===== src/hw/rtl/plq_pkg.sv =====
// Shared types and codes for the price level order queue.
// Depends on nothing; used by plq_cell and price_level_order_queue_core.
package plq_pkg;

    localparam int IdW    = 31;
    localparam int PriceW = 32;
    localparam int QtyW   = 31;
    localparam int TotW   = 37;
    localparam logic [TotW-1:0] TotMax = {TotW{1'b1}};

    typedef enum logic [2:0] {
        KIND_ADD    = 3'd0,
        KIND_REMOVE = 3'd1,
        KIND_MODIFY = 3'd2,
        KIND_DEC    = 3'd3,
        KIND_FIND   = 3'd4
    } kind_t;

    typedef enum logic [1:0] {
        ST_OK       = 2'd0,
        ST_NOTFOUND = 2'd1,
        ST_REMOVED  = 2'd2,
        ST_FULL     = 2'd3
    } status_t;

    typedef enum logic [1:0] {
        PH_IDLE,
        PH_LOOKUP,
        PH_APPLY,
        PH_OUT
    } phase_t;

    // One slot's contents as handed along the chain.
    typedef struct packed {
        logic [IdW-1:0]    id;
        logic [PriceW-1:0] price;
        logic [QtyW-1:0]   qty;
    } entry_t;

    // Command broadcast to every cell in the apply cycle.
    typedef struct packed {
        logic       shift;    // cells at or past gap take the right neighbor
        logic       write_q;  // cell at pos overwrites its quantity
        logic       append;   // cell at tail index loads new entry
    } cell_cmd_t;

endpackage


===== src/hw/rtl/plq_cell.sv =====
// One slot of the order chain: holds an entry, compares its id, shifts left.
// Depends on plq_pkg.
module plq_cell (
    input  logic                 aclk,
    input  logic                 is_pos,
    input  logic                 past_pos,
    input  logic                 is_tail,
    input  plq_pkg::cell_cmd_t   cmd,
    input  plq_pkg::entry_t      new_entry,
    input  plq_pkg::entry_t      right_entry,
    input  logic [plq_pkg::IdW-1:0] key,
    output plq_pkg::entry_t      entry,
    output logic                 match
);
    plq_pkg::entry_t entry_reg;

    always_ff @(posedge aclk) begin
        if (cmd.append && is_tail) begin
            entry_reg <= new_entry;
        end else if (cmd.shift && past_pos) begin
            entry_reg <= right_entry;
        end else if (cmd.write_q && is_pos) begin
            entry_reg.qty <= new_entry.qty;
        end
    end

    assign entry = entry_reg;
    assign match = (entry_reg.id == key);
endmodule


===== config.mk =====
export PLATFORM = sky130hd
export DESIGN_NAME = plq_cell
export DESIGN_NICKNAME = d
export VERILOG_FILES = /design/src/hw/rtl/plq_pkg.sv /design/src/hw/rtl/plq_cell.sv
export SDC_FILE = /design/constraint.sdc
export NUM_CORES = 1
export LEC_CHECK = 0
export BUFFER_PORTS_ARGS = -buffer_cell sky130_fd_sc_hd__buf_4
export CORE_AREA = 2 2 123 125
export CTS_CLUSTER_DIAMETER = 50
export CTS_CLUSTER_SIZE = 20
export DETAILED_ROUTE_END_ITERATION = 10
export DIE_AREA = 0 0 125 127
export PLACE_DENSITY = 0.74
export SLEW_MARGIN = 30
export SYNTH_ARGS = -nofsm -noshare
export SYNTH_HDL_FRONTEND = slang
export SYNTH_SLANG_ARGS = --single-unit

===== constraint.sdc =====
create_clock -name aclk -period 8.5 [get_ports aclk]
set_input_delay 0.85 -clock aclk [delete_from_list [all_inputs] [get_ports aclk]]
set_output_delay 0.85 -clock aclk [all_outputs]
set_load 0.01 [all_outputs]

# Word-level counts from Yosys, hierarchy flattened
# Index checks and enable logic that the tools add are counted.
[totals] out_inout_bits=95 elab_cells=13 regBits=94 inputBits=226
[classes] muxes=4 n_reduce_logical=5 eq_ne=1
[ops] op="$mux 94" n=1
[ops] op="$mux 63" n=1
[ops] op="$mux 31" n=2
[ops] op="$eq 31x31->1" n=1
[ops] op="$logic_and 1x1->1" n=3
[ops] op="$reduce_bool 3->1" n=1
[ops] op="$reduce_bool 2->1" n=1

# Logic depth before layout (Yosys ltp)
[depth] word_depth=4 ltp_mapped=4 mapped_depth_nobuf=4

# Worst setup path after synthesis
# No wires, ideal clock.
[synth_timing] path_type="input to register" from="input cmd[0] in the netlist's numbering" to="register entry_reg, in the netlist entry[0] (enable)" cell_stages=4 arrival_ns=3.308 slack_ns=4.806 cell_sequence="nand2_2 -> buf_6 -> nand2_1 -> a21o_1"
[synth_via] elab_chain_len=2
[synth_rtl] item="start, declared" line="plq_cell.sv:8" rtl="input plq_pkg::cell_cmd_t cmd,"
[synth_rtl] item="$logic_and 1x1->1" line="plq_cell.sv:18" rtl="if (cmd.append && is_tail) begin"
[synth_rtl] item="$reduce_bool 3->1 (no source line)"
[synth_rtl] item="end signal, assigned" line="plq_cell.sv:19" rtl="entry_reg <= new_entry;"
[synth_rtl] item="end signal, assigned" line="plq_cell.sv:21" rtl="entry_reg <= right_entry;"
[synth_rtl] item="end, declared" line="plq_cell.sv:15" rtl="plq_pkg::entry_t entry_reg;"
# No other way between the ends.
# A chain may end at the register's enable or synchronous reset.

# Final worst setup path
[layout_timing] from="input key[20] in the netlist's numbering" to="output match"
[layout_via] elab_chain_len=1
[layout_rtl] item="start, declared" line="plq_cell.sv:11" rtl="input logic [plq_pkg::IdW-1:0] key,"
[layout_rtl] item="$eq 31x31->1" line="plq_cell.sv:28" rtl="assign match = (entry_reg.id == key);"
[layout_rtl] item="end, declared" line="plq_cell.sv:13" rtl="output logic match"
# No other way between the ends.

==> metrics.yaml <==
status: "complete, no violations"
cts.clk_slew.worst_paths_ps: 70
synth_xor_area_share_pct: 6.254
num_vias: 3346
post-cts-setup-buffers: 0
grt_pass1_vias: 3652
holdWs_ps: 790.7
relSlewSlack_pct: 42.66
power_leakage_nw: 3.121
grt_pass1_wl_um: 19100
largest_reg_flops: 94
cpMaxStageDelayCell: "nor4_1"
ir_worst_vdd_uv: 127.6
synth_cells: 243
num_antenna_cells: 0
viasPerCell: 4.420
numPortBuffers: 320
routed_wl_um: 12780
crit_top_cell: "buf_4"
area_growth_pct: 66.37
ant_nets: 0
synthesis.area_mm2: 0.004342
post-route-period-util_pct: 33.86
syn-num-nets: 469
crit_family: "simple AND/OR/NAND/NOR gates"
worstSetupPathType: "input port to output pin"
layout-drive-gt1-share_pct: 74.52
wl_per_cell_um: 16.88
initial_core_util_pct: 30.10
overflow: 0
critPathBufInv: 2
required_ps: 7650
rsz0062_at_grt: "no"
mostFrequentLayoutCells: "buf_4, edfxtp_1, mux2_2, xor2_1, xnor2_1"
synthAdderAreaFrac_pct: 0
pin_count: 321
synth.distinct_cells: 14
drt_iter0_drc: 128
drc: 0
muxShareOfSynthArea_pct: 24.38
die_area_mm2: 0.01588
numClockSinks: 94
synth_area_leaders: "edfxtp_1, mux2_2, xor2_1, xnor2_1, mux2_1"
synth_compound_area_share_pct: 0.3746
grt_max_degree: 65
final_common_cell: "buf_4"
hold_end: "entry[39]"
grt_use_total_pct: 15.73
crit_chain: "buf_4 -> xor2_1 -> nor4_1 -> nand4_1 -> nor4_2 -> buf_4"
min-delay-start: "new_entry[39]"
hold_buffers: 0
synth_top_family_by_area: "multiplexers"
cp_slowest_stage_delay_ps: 320
dpl.cell_count: 741
final.setup.tns_ps: 0
dp_hpwl_um: 10290
hold_depth: 2
ys_ff_latch: 94
p_per_area_mw_per_mm2: 180.8
fin_util_pct: 50.08
die_y_um: 127
placementRows: 44
holdCritPathClass: "input port to flip-flop"
end_kind: "output pin"
min_period_ps: 2878
antenna_found_initial: 0
finish.net_count: 794
drtPass1Iterations: 4
worstPathMaxFanout: 1
slew_violations: 0
htreeDepth: 3
synth_top_area_cell: "edfxtp_1"
ys_seq_area_share_pct: 65.01
finalHoldViolations: 0
setup_viol: 0
max_freq_ghz: 0.3475
drv_cap: 0
yosys.area_share.simple_pct: 1.902
arrival_ps: 2030
cts_resized: 0
gp_congestion: 0.8192
clockBufferDepth: 2
core_area_mm2: 0.01442
worstMarginPinSlew_ps: 860.1
syn_avg_cell_area_um2: 17.87
root_buffer: "clkbuf_16"
die_w_um: 125
dpl_cell_area_mm2: 0.006910
ys_warn_count: 0
fin_area_mm2: 0.007223
cts_tree: "done"
start_kind: "input port"
cts_buffers: 9
synth_top_area_share_pct: 65.01
fin_cells: 757
synthesized netlist by cell type:
master and instances:
nor4_2 1, mux2_1 8, nand2_2 1, xnor2_1 11, nand4_1 4, nor4_1 5, xor2_1 20, buf_4 3
edfxtp_1 94, a21o_1 1, mux2_2 86, a21oi_2 1, nand2_1 2, buf_6 6
worst max path at each step:
stage | slack, ps | depth (start not counted) | endpoint | startpoint
2_1_floorplan | 4810 | 4 | entry[0] | cmd[0]
3_5_place_dp | 5230 | 6 | entry[6] | cmd[0]
5_1_grt | 5460 | 6 | entry[16] | cmd[0]
3_3_place_gp | 5000 | 6 | entry[3] | cmd[0]
6_report | 5620 | 6 | match | key[20]
4_1_cts | 5600 | 6 | entry[2] | cmd[0]
through the flow:
step / setup WS [ps] / total power, W
CTS: 5600 / 0.001322
global route: 5460 / 0.001363
global placement: 5001 / 0.0008898
finish: 5622 / 0.001306
detailed placement: 5233 / 0.0008967
floorplan: 4806 / 0.0007127
power by group:
part	switching, W	total, W	internal [W]	leakage (nW)
Clock	0.000168	0.000424	0.000256	0.149
Combinational	0.000108	0.000279	0.000171	2.05
Sequential	0.0000245	0.000603	0.000578	0.918
Total	0.000301	0.00131	0.00100	3.12
logic make-up after synthesis:
logic type,count (synthesis)
mux,94
simple gates,13
xor+xnor,31
buf+inv,9
flops,94
compound gates,2
routing by layer:
layer,routed length (um),global-route usage [%],part of all wire [%]
met2,6743,29.06,53
met3,1290,6.072,10
met4,257,6.340,2.0
met5,0,0,0
met1,4485,15.94,35
final cells by class:
cell class,instances,area (um2)
clock buffer,9,225.2
timing repair buffer,323,2425
sequential,94,2823
multi-input combinational,140,1433
fill,1265,7201
tap,184,230.2
clock inverter,7,87.58
Power figures use the tool's default switching activity.
